`src/hw/rtl/bpdr_pkg.sv`:
```
`default_nettype none
package bpdr_pkg;

  // Operand widths of the shared multiplier and divider.
  localparam int unsigned OPA_W = 128;
  localparam int unsigned OPB_W = 64;
  localparam int unsigned CHUNK_W = 32;

  // Fixed-point formats: discount factor work format and result format.
  localparam int unsigned WORK_BITS = 40;
  localparam int unsigned FRAC_BITS = 24;
  localparam int unsigned OUT_SHIFT = WORK_BITS - FRAC_BITS;

  // Period count width and the top bit index of the power loop.
  localparam int unsigned PERIOD_W = 10;
  localparam logic [3:0] N_TOP = 4'(PERIOD_W - 1);

  localparam logic [63:0] ONE_W = 64'd1 << WORK_BITS;
  localparam logic [127:0] HALF_LSB_W = 128'd1 << (WORK_BITS - 1);
  localparam logic [23:0] RATE_SCALE = 24'd1000000;
  localparam logic signed [25:0] DV01_STEP = 26'sd100;
  localparam logic [63:0] RISK_DIV = 64'd100;
  localparam logic [127:0] RISK_RND = 128'd50;
  localparam logic [63:0] INT64_MAX = 64'h7FFF_FFFF_FFFF_FFFF;
  localparam logic [63:0] INT64_MIN = 64'h8000_0000_0000_0000;

  typedef enum logic [1:0] {
    CMD_PRICE = 2'd0,
    CMD_DV01  = 2'd1,
    CMD_RISK  = 2'd2,
    CMD_NONE  = 2'd3
  } cmd_e;

endpackage
`default_nettype wire

```
`src/hw/rtl/bpdr_mul.sv`:
```
`default_nettype none
// Iterative multiplier: p = c + a * b (mod 2^128), one 32x32 partial
// product per cycle until all chunk pairs are summed.
module bpdr_mul (
  input  wire logic                            clk_i,
  input  wire logic                            rst_ni,
  input  wire logic                            start_i,
  input  wire logic [bpdr_pkg::OPA_W-1:0]      a_i,
  input  wire logic [bpdr_pkg::OPB_W-1:0]      b_i,
  input  wire logic [bpdr_pkg::OPA_W-1:0]      c_i,
  output logic                                 done_o,
  output logic [bpdr_pkg::OPA_W-1:0]           p_o
);

  logic [bpdr_pkg::OPA_W-1:0] a_q, acc_q;
  logic [bpdr_pkg::OPB_W-1:0] b_q;
  logic [2:0] cnt_q;
  logic busy_q, done_q;
  logic [31:0] a_chunk, b_chunk;
  logic [63:0] pp;
  logic [2:0] pos;
  logic [127:0] sh;

  // Select the chunk pair for this cycle and align the partial product.
  // Chunks that land at bit 128 or above drop out of the result.
  always_comb begin
    a_chunk = a_q[{cnt_q[2:1], 5'b0} +: bpdr_pkg::CHUNK_W];
    b_chunk = b_q[{cnt_q[0], 5'b0} +: bpdr_pkg::CHUNK_W];
    pp = 64'(a_chunk) * 64'(b_chunk);
    pos = {1'b0, cnt_q[2:1]} + {2'b0, cnt_q[0]};
    sh = {64'd0, pp} << {pos, 5'b0};
  end

  // Control state.
  always_ff @(posedge clk_i or negedge rst_ni) begin
    if (!rst_ni) begin
      busy_q <= 1'b0;
      done_q <= 1'b0;
      cnt_q <= 3'd0;
    end else begin
      done_q <= busy_q && (cnt_q == 3'd7);
      if (start_i) begin
        busy_q <= 1'b1;
        cnt_q <= 3'd0;
      end else if (busy_q) begin
        cnt_q <= cnt_q + 3'd1;
        if (cnt_q == 3'd7) busy_q <= 1'b0;
      end
    end
  end

  // Operands and accumulator.
  always_ff @(posedge clk_i) begin
    if (start_i) begin
      a_q <= a_i;
      b_q <= b_i;
      acc_q <= c_i;
    end else if (busy_q) begin
      acc_q <= acc_q + sh;
    end
  end

  assign done_o = done_q;
  assign p_o = acc_q;

endmodule
`default_nettype wire

```
`config.mk`:
```
export PLATFORM = sky130hd
export DESIGN_NAME = bpdr_mul
export DESIGN_NICKNAME = d
export VERILOG_FILES = /design/src/hw/rtl/bpdr_pkg.sv /design/src/hw/rtl/bpdr_mul.sv
export SDC_FILE = /design/constraint.sdc
export NUM_CORES = 2
export LEC_CHECK = 0
export BUFFER_PORTS_ARGS = -buffer_cell sky130_fd_sc_hd__buf_2
export CAP_MARGIN = 20
export CORE_UTILIZATION = 63
export CTS_CLUSTER_DIAMETER = 60
export DETAILED_ROUTE_END_ITERATION = 6
export MAX_ROUTING_LAYER = met4
export PLACE_DENSITY = 0.83
export SLEW_MARGIN = 25
export SYNTH_ARGS = -nofsm -noshare
export SYNTH_HDL_FRONTEND = slang
export SYNTH_SLANG_ARGS = --single-unit
```
`constraint.sdc`:
```
create_clock -name clk_i -period 15.65 [get_ports clk_i]
set_clock_uncertainty 0.15 [all_clocks]
set_input_delay 0 -clock clk_i [delete_from_list [all_inputs] [get_ports clk_i]]
set_output_delay 0 -clock clk_i [all_outputs]
set_load 0.005 [all_outputs]
```
==> results.sh, run 1 <==
export IMPL_cts_made_buffers=45
export IMPL_syn_area_per_cell_um2=8.94
export IMPL_hold_buffers=515
export IMPL_dominantRegCellSynth="edfxtp_1"
export IMPL_lastStage="5_1_grt"
export IMPL_syn_area_mm2=0.0547
export IMPL_ys_types=80
export IMPL_grt_pass1_wl_mm=369
export IMPL_netlist_top_cell_by_area="fa_1"
export IMPL_status="aborted with a tool error"
export IMPL_ys_ff_latch=325
export IMPL_grt_max_degree=122
export IMPL_error="[ERROR GRT-0116] Global routing finished with congestion. Check the congestion regions in the DRC Viewer."
export IMPL_syn_inst=6126
export IMPL_grt_use_total=0.592
export IMPL_synth_edff_count=320
export IMPL_yosys_top_cells_count="inv_1, fa_1, nand2_1"
export IMPL_ys_warn_count=0
export IMPL_ios=452
export IMPL_overflow=4
export IMPL_htreeDepth=2
export IMPL_async_flop_share=0.0154
export IMPL_place_area_mm2=0.0581
export IMPL_rows=107
export IMPL_synth_area_leaders="fa_1, edfxtp_1, ha_1"
export IMPL_synth_nets=7738
export IMPL_root_buffer="clkbuf_16"
export IMPL_cts_sinks=325
export IMPL_dpl_hpwl_mm=158
export IMPL_die_h_um=297
export IMPL_synth_most_common_cell="inv_1"
export IMPL_synth_top_area_share=0.328
export IMPL_yosysSeqAreaShare=0.178
export IMPL_cts_resized=0
export IMPL_fp_dieW_um=297
export IMPL_start_util=0.639
export IMPL_postCtsSetupBuffers=0
export IMPL_grt_pass1_vias=59000
export IMPL_numPortBuffers=451
export IMPL_max_clock_path_buffers=3
export IMPL_place_gp_congestion=1.10
-- metrics by stage --
stage	setup slack [ps]	utilization	hold WS [ps]	instances
after CTS	2110	0.756	0.0561	8096
after detailed placement	2180	0.679	-265	7499
after global placement	2450	0.679	-267	7499
after floorplan	3890	-	-446	6126
-- routing by layer --
layer | GRT usage | overflow
met5 | - | -
met4 | 0.522 | 1
met3 | 0.319 | 3
met2 | 0.811 | 0
met1 | 0.611 | 0
-- logic make-up after synthesis --
family	count (synthesis)	share of synthesized area
buffers and inverters	1240	0.0852
DFF	325	0.178
adders and majority gates	1289	0.418
xor gates and xnor gates	181	0.0290
and+or+nand+nor	1940	0.148
AOI/OAI and AO/OA	1002	0.114
muxes	149	0.0291
==> run 2: changes to the inputs <==
CORE_UTILIZATION = 40   (was 63)
CTS_CLUSTER_DIAMETER = not set   (was 60)
MAX_ROUTING_LAYER = not set   (was met4)
PLACE_DENSITY = not set   (was 0.83)
PLACE_DENSITY_LB_ADDON = 0.15   (was not set)
==> run 2 against run 1 <==
  * The run now ends clean
  * Area after synthesis unchanged
  * Synthesized cell count is the same
==> results.sh, run 2 <==
export IMPL_status="complete, no violations"
export IMPL_start_util=0.404
export IMPL_fp_coreArea_mm2=0.136
export IMPL_crit_buf_inv=2
export IMPL_rsz0062_at_grt="false"
export IMPL_cts_resized=0
export IMPL_synth_area_leaders="fa_1, edfxtp_1, ha_1"
export IMPL_relSlewSlack=0.215
export IMPL_ys_ff_latch=325
export IMPL_crit_slowest_cell="a211oi_1"
export IMPL_rows=135
export IMPL_root_buffer="clkbuf_16"
export IMPL_synth_edff_count=320
export IMPL_synth_nets=7738
export IMPL_drc=0
export IMPL_postCtsSetupBuffers=0
export IMPL_grt_pass1_wl_mm=322
export IMPL_setup_slack_ps=1760
export IMPL_ios=452
export IMPL_die_h_um=372
export IMPL_multi_input_area_mm2=0.0406
export IMPL_dominantRegCellSynth="edfxtp_1"
export IMPL_max_clock_path_buffers=3
export IMPL_die_area_mm2=0.138
export IMPL_mostFrequentLayoutCells="inv_1, fa_1, nand2_1"
export IMPL_rr_worst_depth=36
export IMPL_grt_use_total=0.314
export IMPL_layout_commonest_cell="inv_1"
export IMPL_worstSetupPathType="reg -> reg"
export IMPL_vias=48300
export IMPL_htreeDepth=2
export IMPL_fin_crit_sh=0.888
export IMPL_place_gp_congestion=0.956
export IMPL_ys_types=80
export IMPL_clk_pin_slew_ps=60
export IMPL_via_per_inst=5.52
export IMPL_finalCriticalPeriod_ps=13890
export IMPL_netlist_top_cell_by_area="fa_1"
export IMPL_synth_most_common_cell="inv_1"
export IMPL_overflow=0
export IMPL_numPortBuffers=451
export IMPL_cts_sinks=325
export IMPL_fin_setup_tns_ps=0
export IMPL_grt_max_degree=138
export IMPL_fp_dieW_um=372
export IMPL_wire_per_inst_um=24.6
export IMPL_start_kind="register"
export IMPL_n_antenna_cell=0
export IMPL_cp_required_ps=15850
export IMPL_area_growth_syn_to_layout_pct=20.1
export IMPL_hold_viol_final=0
export IMPL_final_layout_size_suffix_gt1_frac=0.111
export IMPL_dr_first_iter_drc_count=3931
export IMPL_max_cap_viol_count=0
export IMPL_antenna_found_initial=1
export IMPL_synth_top_area_share=0.328
export IMPL_async_flop_share=0.0154
export IMPL_cts_made_buffers=42
export IMPL_clk_latency_ps=630
export IMPL_cpPeakStageDelay_ps=990
export IMPL_seq_area_mm2=0.00975
export IMPL_cts_tree="built"
export IMPL_worstSetupPathDepth=36
export IMPL_worstPathArrival_ps=14090
export IMPL_ys_warn_count=0
export IMPL_drtPass1Iterations=6
export IMPL_yosys_top_cells_count="inv_1, fa_1, nand2_1"
export IMPL_hp_class="in -> reg"
export IMPL_setup_violations=0
export IMPL_final_max_slew_violation_count=0
export IMPL_endpoint_kind="register"
export IMPL_grt_pass1_vias=49700
export IMPL_crit_top_cell="fa_1"
export IMPL_cpLargestDelayFamily="compound AO/OA/AOI/OAI gates"
export IMPL_r2r_slack_ps=1760
export IMPL_ant_nets=0
export IMPL_fill_cells=13000
export IMPL_drt_wl_total_mm=216
export IMPL_final_nets=8546
export IMPL_syn_area_mm2=0.0547
export IMPL_fmax_ghz=0.0720
export IMPL_holdPathStages=4
export IMPL_syn_area_per_cell_um2=8.94
export IMPL_syn_inst=6126
export IMPL_dpl_hpwl_mm=175
export IMPL_yosysSeqAreaShare=0.178
export IMPL_worst_pin_slew_ps=1170
export IMPL_cp_max_fo=39
export IMPL_preCtsSetupSlack_ps=1960
==> run 2: kinds of logic after synthesis <==
logic type	after synthesis	synth area share
AND/OR/NAND/NOR	1940	0.148
flip-flops	325	0.178
buffers and inverters	1240	0.0852
XOR/XNOR	181	0.0290
multiplexers	149	0.0291
adder cells (fa/ha/maj)	1289	0.418
AO/OA/AOI/OAI	1002	0.114
==> run 2: final timing paths <==
path | end | start
max in group asynchronous | cnt_q[1] | rst_ni
worst max-delay path | p_o[122] | cnt_q[1]
worst min-delay path | p_o[61] | c_i[61]
worst min register to register | done_o | busy_q
min in group asynchronous | done_o | rst_ni
worst max register to register | p_o[122] | cnt_q[1]
==> run 2: worst register-to-register path, delay by kind of cell (launching register included) <==
| kind | cells | cell delay [ps] |
|---|---|---|
| mux | 1 | 440 |
| fa+ha+maj | 10 | 5060 |
| simple gates | 6 | 1020 |
| flops | 1 | 840 |
| compound gates | 15 | 5460 |
| buf+inv | 2 | 120 |
| xor+xnor | 2 | 580 |
==> run 2: repair_timing <==
| item | in CTS | in global routing |
|---|---|---|
| endpoints found under the hold margin | 388 | 0 |
| endpoints found under the setup margin | 0 | 0 |
| hold buffers | 527 | 0 |
==> run 2: final cells by class <==
type	count	area share
multi-input cells	4561	0.617
flip-flops and latches	325	0.148
repair buffers	1090	0.128
inverters	914	0.0522
well taps	1781	0.0339
clock buffers	47	0.0163
clock inverters	26	0.00453
==> run 2: stage by stage <==
stage                     std cells  hold slack, ps  instance area (um^2)   util
after floorplan                6126            -446                 54700      -
after global placement         8144            -219                 59100  0.435
after detailed placement       8144            -223                 59100  0.436
after CTS                      8744           0.180                 65700  0.485
after global routing           8744            45.5                 65700  0.485
final                          8744            36.7                 65700  0.485
==> run 2: per-layer routing <==
metal,share of wire,GRT usage
met2,0.47,0.516
met5,0,0
met3,0.084,0.0603
met4,0.036,0.0980
met1,0.41,0.418
Power of run 2 is not shown: default switching activity piles up to over one toggle a cycle in this logic, so the estimate is an artifact.
