==> config.mk <==
export PLATFORM = sky130hd
export DESIGN_NAME = bpdr_div
export DESIGN_NICKNAME = d
export VERILOG_FILES = /design/src/hw/rtl/bpdr_pkg.sv /design/src/hw/rtl/bpdr_div.sv
export SDC_FILE = /design/constraint.sdc
export NUM_CORES = 1
export LEC_CHECK = 0
export BUFFER_PORTS_ARGS = -buffer_cell sky130_fd_sc_hd__clkbuf_2
export CELL_PAD_IN_SITES_DETAIL_PLACEMENT = 0
export CELL_PAD_IN_SITES_GLOBAL_PLACEMENT = 1
export CORE_MARGIN = 10
export CORE_UTILIZATION = 46
export DETAILED_ROUTE_END_ITERATION = 6
export PLACE_DENSITY = 0.94
export SYNTH_ARGS = -nofsm -noshare
export SYNTH_HDL_FRONTEND = slang
export SYNTH_SLANG_ARGS = --single-unit
export TNS_END_PERCENT = 5
==> constraint.sdc <==
create_clock -name clk_i -period 8.8 [get_ports clk_i]
set_clock_uncertainty 0.1 [all_clocks]
set_input_delay 0 -clock clk_i [delete_from_list [all_inputs] [get_ports clk_i]]
set_output_delay 0 -clock clk_i [all_outputs]
set_load 0.02 [all_outputs]
==> src/hw/rtl/bpdr_pkg.sv <==
`default_nettype none
package bpdr_pkg;

  // Operand widths of the shared multiplier and divider.
  localparam int unsigned OPA_W = 128;
  localparam int unsigned OPB_W = 64;
  localparam int unsigned CHUNK_W = 32;

  // Fixed-point formats: discount factor work format and result format.
  localparam int unsigned WORK_BITS = 40;
  localparam int unsigned FRAC_BITS = 24;
  localparam int unsigned OUT_SHIFT = WORK_BITS - FRAC_BITS;

  // Period count width and the top bit index of the power loop.
  localparam int unsigned PERIOD_W = 10;
  localparam logic [3:0] N_TOP = 4'(PERIOD_W - 1);

  localparam logic [63:0] ONE_W = 64'd1 << WORK_BITS;
  localparam logic [127:0] HALF_LSB_W = 128'd1 << (WORK_BITS - 1);
  localparam logic [23:0] RATE_SCALE = 24'd1000000;
  localparam logic signed [25:0] DV01_STEP = 26'sd100;
  localparam logic [63:0] RISK_DIV = 64'd100;
  localparam logic [127:0] RISK_RND = 128'd50;
  localparam logic [63:0] INT64_MAX = 64'h7FFF_FFFF_FFFF_FFFF;
  localparam logic [63:0] INT64_MIN = 64'h8000_0000_0000_0000;

  typedef enum logic [1:0] {
    CMD_PRICE = 2'd0,
    CMD_DV01  = 2'd1,
    CMD_RISK  = 2'd2,
    CMD_NONE  = 2'd3
  } cmd_e;

endpackage
`default_nettype wire

==> src/hw/rtl/bpdr_div.sv <==
`default_nettype none
// Restoring divider: 128-bit dividend by a 64-bit divisor below 2^63,
// one quotient bit per cycle.
module bpdr_div (
  input  wire logic                        clk_i,
  input  wire logic                        rst_ni,
  input  wire logic                        start_i,
  input  wire logic [bpdr_pkg::OPA_W-1:0]  dividend_i,
  input  wire logic [bpdr_pkg::OPB_W-1:0]  divisor_i,
  output logic                             done_o,
  output logic [bpdr_pkg::OPA_W-1:0]       quot_o
);

  logic [bpdr_pkg::OPA_W-1:0] n_q;
  logic [bpdr_pkg::OPB_W-1:0] d_q, rem_q;
  logic [6:0] cnt_q;
  logic busy_q, done_q;
  logic [64:0] trial;
  logic ge;

  // One shift-and-subtract step.
  always_comb begin
    trial = {rem_q, n_q[bpdr_pkg::OPA_W-1]};
    ge = trial >= {1'b0, d_q};
  end

  // Control state.
  always_ff @(posedge clk_i or negedge rst_ni) begin
    if (!rst_ni) begin
      busy_q <= 1'b0;
      done_q <= 1'b0;
      cnt_q <= 7'd0;
    end else begin
      done_q <= busy_q && (cnt_q == 7'd127);
      if (start_i) begin
        busy_q <= 1'b1;
        cnt_q <= 7'd0;
      end else if (busy_q) begin
        cnt_q <= cnt_q + 7'd1;
        if (cnt_q == 7'd127) busy_q <= 1'b0;
      end
    end
  end

  // Datapath: the dividend register fills with quotient bits.
  always_ff @(posedge clk_i) begin
    if (start_i) begin
      n_q <= dividend_i;
      d_q <= divisor_i;
      rem_q <= '0;
    end else if (busy_q) begin
      rem_q <= ge ? 64'(trial - {1'b0, d_q}) : trial[63:0];
      n_q <= {n_q[bpdr_pkg::OPA_W-2:0], ge};
    end
  end

  assign done_o = done_q;
  assign quot_o = n_q;

endmodule
`default_nettype wire

==> results.txt, run 1 <==
Largest cells by area after synthesis: edfxtp_1 (39%), mux2_2 (9.7%), dfxtp_1 (8.6%), ha_1 (5.5%), a311oi_1 (3.0%)
DRT antenna net count: 0
Tot GR Track Use: 26.8%
Least-Margin Pin Slew: 1070 ps
IO Port Bufs: 323
Syn nets: 1,677
Ports: 324
Synth top area share: 38.7%
Setup TNS: 0 ps
Power per Cell Area: 268 nW/um2
Netlist cell types: 74
Post-DR wirelength/cell: 23.0 um
Synth-to-layout area growth: 36.4%
Die area: 40,000 um2
CTS tree: yes
Rows: 65
Fmax: 241 MHz
Chip height: 200 um
Leak pwr: 0.00879 uW
Crit-path max FO: 39
Synth warnings: 0
Setup Viol. Count Final: 0
Hpwl dp: 35,100 um
TritonRoute pass-1 iters: 7
Final period util: 47.2%
Worst min-delay path class: in -> reg
CP Capture Type: flip-flop
Total CTS buffers: 31
EDFF count, synth: 192
Initial drt markers: 1,277
CTS max path bufs: 3
Final Hold Viols: 0
Clk slew on worst S/H paths: 70 ps
Largest net degree at the start of global routing: 84
Critical path's largest stage delay: 590 ps
Status: complete, no violations
Most frequent cell after synthesis: edfxtp_1
Total number of vias: 13.7k
Vias in the first global route: 13.9k
Part of the Yosys area used for sequential elements: 48.8%
Post-synth top area cell: edfxtp_1
WP data arrival: 4380 ps
Vias per cell: 5.72
Core area: 31,800 um2
Worst path cell trace: inv_1 > ha_1 > nand3_1 > a21oi_1 > o2111ai_1 > nand2_1 > a211o_1 > nand3_2 > a21boi_2 > o21bai_4 > buf_4 > nand2_1 > mux2_2
RSZ-0062 raised after global routing: false
Clock sinks: 265
Area of the mapped netlist: 14,900 um2
CTS Root Cell: clkbuf_16
Initial core utilization: 46.9%
Hold slack: 27.6 ps
Final #Nets: 2,193
Routed WL: 55,100 um
Minimum clock period: 4160 ps
Die W: 200 um
Grt total ovfl: 0
Ys async rst share: 3.40%
CP max-delay cell: o21bai_4
Syn Area/Cell: 10.5 um2
Required time of the critical path: 9030 ps
Synth Instances: 1,416
Synth Register Bits: 265
First-pass GRT wire length: 83,200 um
Maximum vdd drop: 0.203 mV
CP Class: reg -> reg
Most used cell along the critical path: nand2_1
Clock Latency Late Sink: 590 ps
Max Cap Viol: 0
Slew HR: 28.5%
Predominant post-synthesis flop cell: edfxtp_1
Initial antenna violation count: 7
Residual DRC: 0
Startpoint types: flip-flop
RePlAce Congestion: 0.917
Final Max Tran Viols: 0
Max H-tree Level: 1
Share of cells above drive strength 1: 27.0%
Post-CTS Setup Bufs: 0
Most frequent cells after synthesis: edfxtp_1 (192), mux2_2 (128), nor2_1 (110)
==> layer usage <==
metal	track usage [%]	up-vias	share of wire [%]
met4	12.5	0	5.3
met5	0	-	0
met3	5.96	120	7.9
met2	44.6	688	48
li1	-	6313	-
met1	32.4	6608	39
==> report_power, final <==
group | internal, uW | switching [uW] | leakage [uW]
clock network | 833 | 569 | 0.000526
registers | 1580 | 179 | 0.00262
logic | 918 | 1360 | 0.00565
==> sequential cells by signal, indices dropped and copies added (netlist names) <==
register  cells
quot_o      128
d_q          64
rem_q        64
cnt_q         7
busy_q        1
done_o        1
==> final cells by class <==
class	instances	area [um2]
repair buffers	576	4140
inverters	84	318
well taps	435	544
fillers	2400	11500
diodes	8	20.0
flip-flops and latches	265	7280
multi-input cells	974	6950
clock buffers	34	797
clock inverters	24	294
==> what timing repair did <==
item                      CTS  global route
hold endpoints to repair  219             0
gates resized for setup     0             0
hold buffers              244             0
==> final timing paths <==
path	start	end	slack (ps)	cells past startpoint
setup reg to reg	d_q[2]	quot_o[0]	4640	13
min in group asynchronous	rst_ni	busy_q	310	3
hold reg to reg	rem_q[7]	rem_q[8]	400	2
hold / removal	divisor_i[54]	d_q[54]	30	2
max in group asynchronous	rst_ni	busy_q	7970	3
setup / recovery	d_q[2]	quot_o[0]	4640	13
==> worst max-delay path: cells and delay by family (launching register included) <==
kind	cells	cell delay, ps
AO/OA/AOI/OAI	5	1430
AND/OR/NAND/NOR	4	680
buffers and inverters	2	660
flip-flops	1	370
multiplexers	1	330
adder cells (fa/ha/maj)	1	290
==> placed cells by master, fill, tap and decap left out, types with 24 or more instances in the layout <==
| cell | n |
|---|---|
| a21o_1 | 37 |
| a21oi_1 | 79 |
| a311oi_1 | 51 |
| clkbuf_16 | 31 |
| clkbuf_2 | 322 |
| dfxtp_1 | 64 |
| dlygate4sd3_1 | 244 |
| edfxtp_1 | 192 |
| ha_1 | 65 |
| inv_1 | 83 |
| mux2_2 | 128 |
| nand2_1 | 83 |
| nand3_1 | 72 |
| nand4_1 | 25 |
| nor2_1 | 110 |
| o21ai_0 | 82 |
| xnor2_1 | 38 |
| xor2_1 | 24 |
==> cells by family (layout without fill, tap and decap cells) <==
group                      Yosys count  after routing  share of synthesized area (%)
AOI/OAI and AO/OA                  358            358                           16.2
xor gates and xnor gates            62             62                           3.64
adders and majority gates           66             66                           5.59
buffers and inverters              177            718                           4.80
DFF                                265            265                           48.8
muxes                              129            129                           9.73
other                                0              8                              0
and+or+nand+nor                    359            359                           11.3
==> metrics by stage <==
step                      utilization, %  power, uW  worst slack (ps)  instances  cell area (um2)
after floorplan                        -       3310              5240       1416            14900
final                               64.0       5440              4640       2400            20300
after global routing                63.9       5740              4360       2399            20300
after detailed placement            52.8       3880              4670       2090            16800
after CTS                           63.9       5380              4630       2392            20300
after global placement              52.8       3850              4660       2090            16800
Power figures use the tool's default switching activity.
==> inputs of run 2 (changes only) <==
Settings changed: CORE_UTILIZATION 46 to 43, PLACE_DENSITY 0.94 to 0.89.
Clock period 8.8 ns to 4.1 ns, I/O delays scaled along.
==> run 2 against run 1 <==
Core utilization fell by 6.2 points. Worst setup slack lost 4200 ps. Critical path depth fell by 2. Clock power is 88% higher. Final cell count fell by 0.92%. Clock-buffer cell count grew 4.
==> results.txt, run 2 (same netlist as run 1, synthesis figures left out) <==
Required time of the critical path: 4480 ps
Utilization after layout: 57.8%
CTS tree: yes
Final Hold Viols: 0
Clock sinks: 265
Initial core utilization: 43.4%
IO Port Bufs: 323
Post-cts resize count: 0
Max reg flops: 128
Leak pwr: 0.00859 uW
Hold slack: 28.3 ps
Setup WS post-layout: 457 ps
Final period util: 88.9%
Fmax: 274 MHz
Rows: 68
Final Max Tran Viols: 0
Post-DR wirelength/cell: 22.2 um
RSZ-0062 raised after global routing: false
Most frequent cells in the layout: clkbuf_2 (322), dlygate4sd3_1 (201), edfxtp_1 (192)
DRT antenna net count: 0
Die area: 42,500 um2
Ports: 324
Chip height: 206 um
Crit-path max FO: 29
Initial antenna violation count: 5
Routed WL: 52,800 um
TritonRoute pass-1 iters: 6
Hpwl dp: 36,600 um
Post-placement worst setup slack: 457 ps
Setup TNS: 0 ps
Status: complete, no violations
First-pass GRT wire length: 81,300 um
Max H-tree Level: 1
WP data arrival: 4020 ps
Clk slew on worst S/H paths: 60 ps
Tot GR Track Use: 24.4%
Initial drt markers: 1,070
Post-CTS Setup Bufs: 0
Residual DRC: 0
Fillers: 2,851
CP Capture Type: flip-flop
CTS Hold Bufs: 201
Slew HR: 33.4%
RePlAce Congestion: 0.933
Minimum clock period: 3640 ps
Vias in the first global route: 13.7k
Worst min-delay path class: in -> reg
Total CTS buffers: 31
Synth-to-layout area growth: 33.2%
Largest net degree at the start of global routing: 165
Setup Viol. Count Final: 0
CP Class: reg -> reg
Clock Latency Late Sink: 590 ps
Maximum vdd drop: 0.412 mV
Power per Cell Area: 569 nW/um2
Dpl cells: 2,117
Final #Nets: 2,157
Core area: 34,400 um2
Startpoint types: flip-flop
Total number of vias: 13.4k
Final Non-Filler Cells: 2,378
Commonest non-fill, non-tap cell in the layout: clkbuf_2
CTS Root Cell: clkbuf_16
Die W: 206 um
Max Cap Viol: 0
Least-Margin Pin Slew: 999 ps
Share of cells above drive strength 1: 27.6%
Grt total ovfl: 0
CTS max path bufs: 3
Vias per cell: 5.63
run 2: cell count changes in the layout (fill, tap and decap cells not counted), sizes merged:
cell | previous run | this run
buf | 10 | 17
clkbuf | 356 | 360
diode | 8 | 4
clkinvlp | 4 | 3
inv | 86 | 85
bufinv | 6 | 1
clkinv | 12 | 13
dlygate4sd3 | 244 | 201
run 2: cell type report:
| class | instances | area [um2] | share of cell area [%] |
|---|---|---|---|
| inverter | 84 | 318 | 1.60 |
| tap | 455 | 569 | 2.87 |
| clock buffer | 38 | 812 | 4.09 |
| antenna | 4 | 10.0 | 0.0504 |
| clock inverter | 18 | 129 | 0.649 |
| sequential | 265 | 7280 | 36.6 |
| multi-input combinational | 974 | 6950 | 35.0 |
| timing repair buffer | 540 | 3800 | 19.1 |
run 2: final timing paths:
path / start / to / slack (ps) / depth (start not counted)
max in group asynchronous: rst_ni / busy_q / 3250 / 3
min: divisor_i[41] / d_q[41] / 30 / 2
max reg2reg: d_q[50] / rem_q[53] / 460 / 11
min in group asynchronous: rst_ni / done_o / 310 / 3
min reg2reg: rem_q[52] / rem_q[52] / 400 / 2
max: d_q[50] / rem_q[53] / 460 / 11
run 2: critical path: stages (launching register included):
cell and delay (ps):
edfxtp_1 320, inv_1 50, ha_1 390, a21o_1 220, a21o_1 170, a21oi_1 220
o21ai_0 150, a221o_1 430, o21bai_4 680, buf_4 390, nand3_1 100, a311oi_1 300
run 2: stage by stage:
stage	total power, uW	cell area (um2)
floorplan	7110	14900
global placement	8420	16900
detailed placement	8440	16900
CTS	11300	19900
global route	12000	19900
finish	11300	19900
run 2: per-layer routing:
metal / vias to the layer above / wire length [um] / GRT usage (%)
met5: - / 26 / 0
met2: 626 / 25700 / 41.1
li1: 6253 / - / -
met1: 6382 / 20400 / 28.8
met3: 115 / 4140 / 6.22
met4: 4 / 2580 / 10.6
run 2: report_power, final:
group          internal, uW  total [uW]  switching (uW)
Sequential             3390        3780             383
Combinational          1990        4890            2900
Clock                  1470        2630            1160
==> inputs of run 3 (changes only) <==
--- a/config.mk
+++ b/config.mk
@@ -10,7 +10,7 @@
 export CELL_PAD_IN_SITES_GLOBAL_PLACEMENT = 1
 export CORE_MARGIN = 10
-export CORE_UTILIZATION = 43
+export CORE_UTILIZATION = 46
 export DETAILED_ROUTE_END_ITERATION = 6
-export PLACE_DENSITY = 0.89
+export PLACE_DENSITY = 0.94
 export SYNTH_ARGS = -nofsm -noshare
 export SYNTH_HDL_FRONTEND = slang
==> constraint.sdc (replaced) <==
create_clock -name clk_i -period 4.6 [get_ports clk_i]
set_clock_uncertainty 0.1 [all_clocks]
set_input_delay 0 -clock clk_i [delete_from_list [all_inputs] [get_ports clk_i]]
set_output_delay 0 -clock clk_i [all_outputs]
set_load 0.01 [all_outputs]
==> run 3 against run 2 <==
Total power fell by 11%. Cell area rose by 0.61%. Sequential power fell by 11%. Combinational power fell by 13%. Final cell count fell by 0.38%. Sequential share of layout area fell by 0.22 points. Highest routed layer is now met4.
==> results.txt, run 3 (same netlist as run 1, synthesis figures left out) <==
WP data arrival: 4000 ps
Vias in the first global route: 13.9k
GR peak layer: met2
Least-Margin Pin Slew: 956 ps
CTS Root Cell: clkbuf_16
TritonRoute pass-1 iters: 7
CP Class: reg -> reg
Initial antenna violation count: 2
Initial core utilization: 46.9%
Startpoint types: flip-flop
Post-cts resize count: 0
Ports: 324
Grt total ovfl: 0
Post-CTS Setup Bufs: 0
Die W: 200 um
Routing usage on met3: 5.31%
Die area: 40,000 um2
DRT antenna net count: 0
Chip height: 200 um
Utilization after layout: 62.8%
Slew HR: 36.3%
Post-placement worst setup slack: 1040 ps
Maximum vdd drop: 0.368 mV
Commonest non-fill, non-tap cell in the layout: clkbuf_2
CTS max path bufs: 3
Power per Cell Area: 505 nW/um2
Worst min-delay path class: in -> reg
Status: complete, no violations
IO Port Bufs: 323
Leak pwr: 0.00866 uW
Share of cells above drive strength 1: 27.4%
Hpwl dp: 35,600 um
Rows: 65
Crit-path max FO: 4
Routed WL: 53,600 um
Clk slew on worst S/H paths: 60 ps
Residual DRC: 0
Max H-tree Level: 1
GR Util met1: 32.1%
CTS tree: yes
Setup TNS: 0 ps
Initial drt markers: 1,243
Final Max Tran Viols: 0
Setup WS post-layout: 943 ps
Hold slack: 33.7 ps
Max reg flops: 128
Tot GR Track Use: 26.2%
Synth-to-layout area growth: 34.0%
RSZ-0062 raised after global routing: false
Setup Viol. Count Final: 0
Final period util: 79.5%
Post-DR wirelength/cell: 22.6 um
Fmax: 273 MHz
Design Power: 10,100 uW
Clock sinks: 265
Largest net degree at the start of global routing: 72
First-pass GRT wire length: 82,000 um
CP Capture Type: flip-flop
Core area: 31,800 um2
Required time of the critical path: 4940 ps
Total CTS buffers: 30
Final Hold Viols: 0
Clock Latency Late Sink: 590 ps
Minimum clock period: 3660 ps
Vias per cell: 5.80
Total number of vias: 13.7k
RePlAce Congestion: 0.935
Max Cap Viol: 0
Most frequent cells in the layout: clkbuf_2 (322), dlygate4sd3_1 (215), edfxtp_1 (192)
Final #Nets: 2,167
Met2 Use GR: 42.9%
[run 3: changes by cell type in the layout (fill, tap and decap cells not counted), moves of 2 or more]
cell           previous run  this run
dlygate4sd3_1           201       215
clkinv_1                  7         3
buf_12                    3         1
bufinv_16                 1         3
clkinvlp_4                3         1
[run 3: layout make-up]
| class | instances | area [um2] |
|---|---|---|
| Timing Repair Buffer | 551 | 3890 |
| Clock inverter | 17 | 191 |
| Sequential cell | 265 | 7280 |
| Inverter | 84 | 318 |
| Clock buffer | 38 | 801 |
| Antenna cell | 5 | 12.5 |
| Multi-Input combinational cell | 974 | 6950 |
| Fill cell | 2415 | 11800 |
| Tap cell | 435 | 544 |
[run 3: where the power goes]
part | switching, uW | internal (uW) | leakage (uW)
clock | 1060 | 1410 | 0.000486
sequential | 345 | 3020 | 0.00262
combinational | 2520 | 1740 | 0.00555
total | 3920 | 6170 | 0.00866
[run 3: worst paths after layout]
check	depth (start not counted)	from	end	slack [ps]
max	14	quot_o[127]	rem_q[62]	940
min	2	divisor_i[56]	d_q[56]	30
max reg2reg	14	quot_o[127]	rem_q[62]	940
max in group asynchronous	3	rst_ni	busy_q	3710
min reg2reg	2	rem_q[15]	rem_q[16]	380
min in group asynchronous	3	rst_ni	cnt_q[0]	340
[run 3: critical path, stage by stage (launching register included)]
cell	delay, ps
edfxtp_1	410
inv_1	80
ha_1	150
inv_1	60
fa_1	400
a21oi_1	210
o21ai_1	140
a211oi_1	500
a211oi_2	230
nand3_1	130
nand2_1	100
a221o_1	370
o41a_1	340
xnor2_1	150
o211ai_1	110
[run 3: per-stage QoR]
stage | std cells | area (um2)
after detailed placement | 2094 | 16800
after floorplan | 1416 | 14900
after global routing | 2366 | 20000
final | 2369 | 20000
after CTS | 2364 | 20000
after global placement | 2094 | 16800
[run 3: repair_timing]
| action | 4_1_cts | 5_1_grt |
|---|---|---|
| endpoints found under the setup margin | 0 | 0 |
| hold endpoints to repair | 241 | 0 |
| hold buffers | 215 | 0 |
[run 3: per-layer routing]
layer	part of all wire [%]	vias to the layer above	routed length [um]
met5	0	-	0
met4	5.9	0	3140
met3	7.4	142	3960
met2	47	730	25100
met1	40	6596	21400
li1	-	6268	-
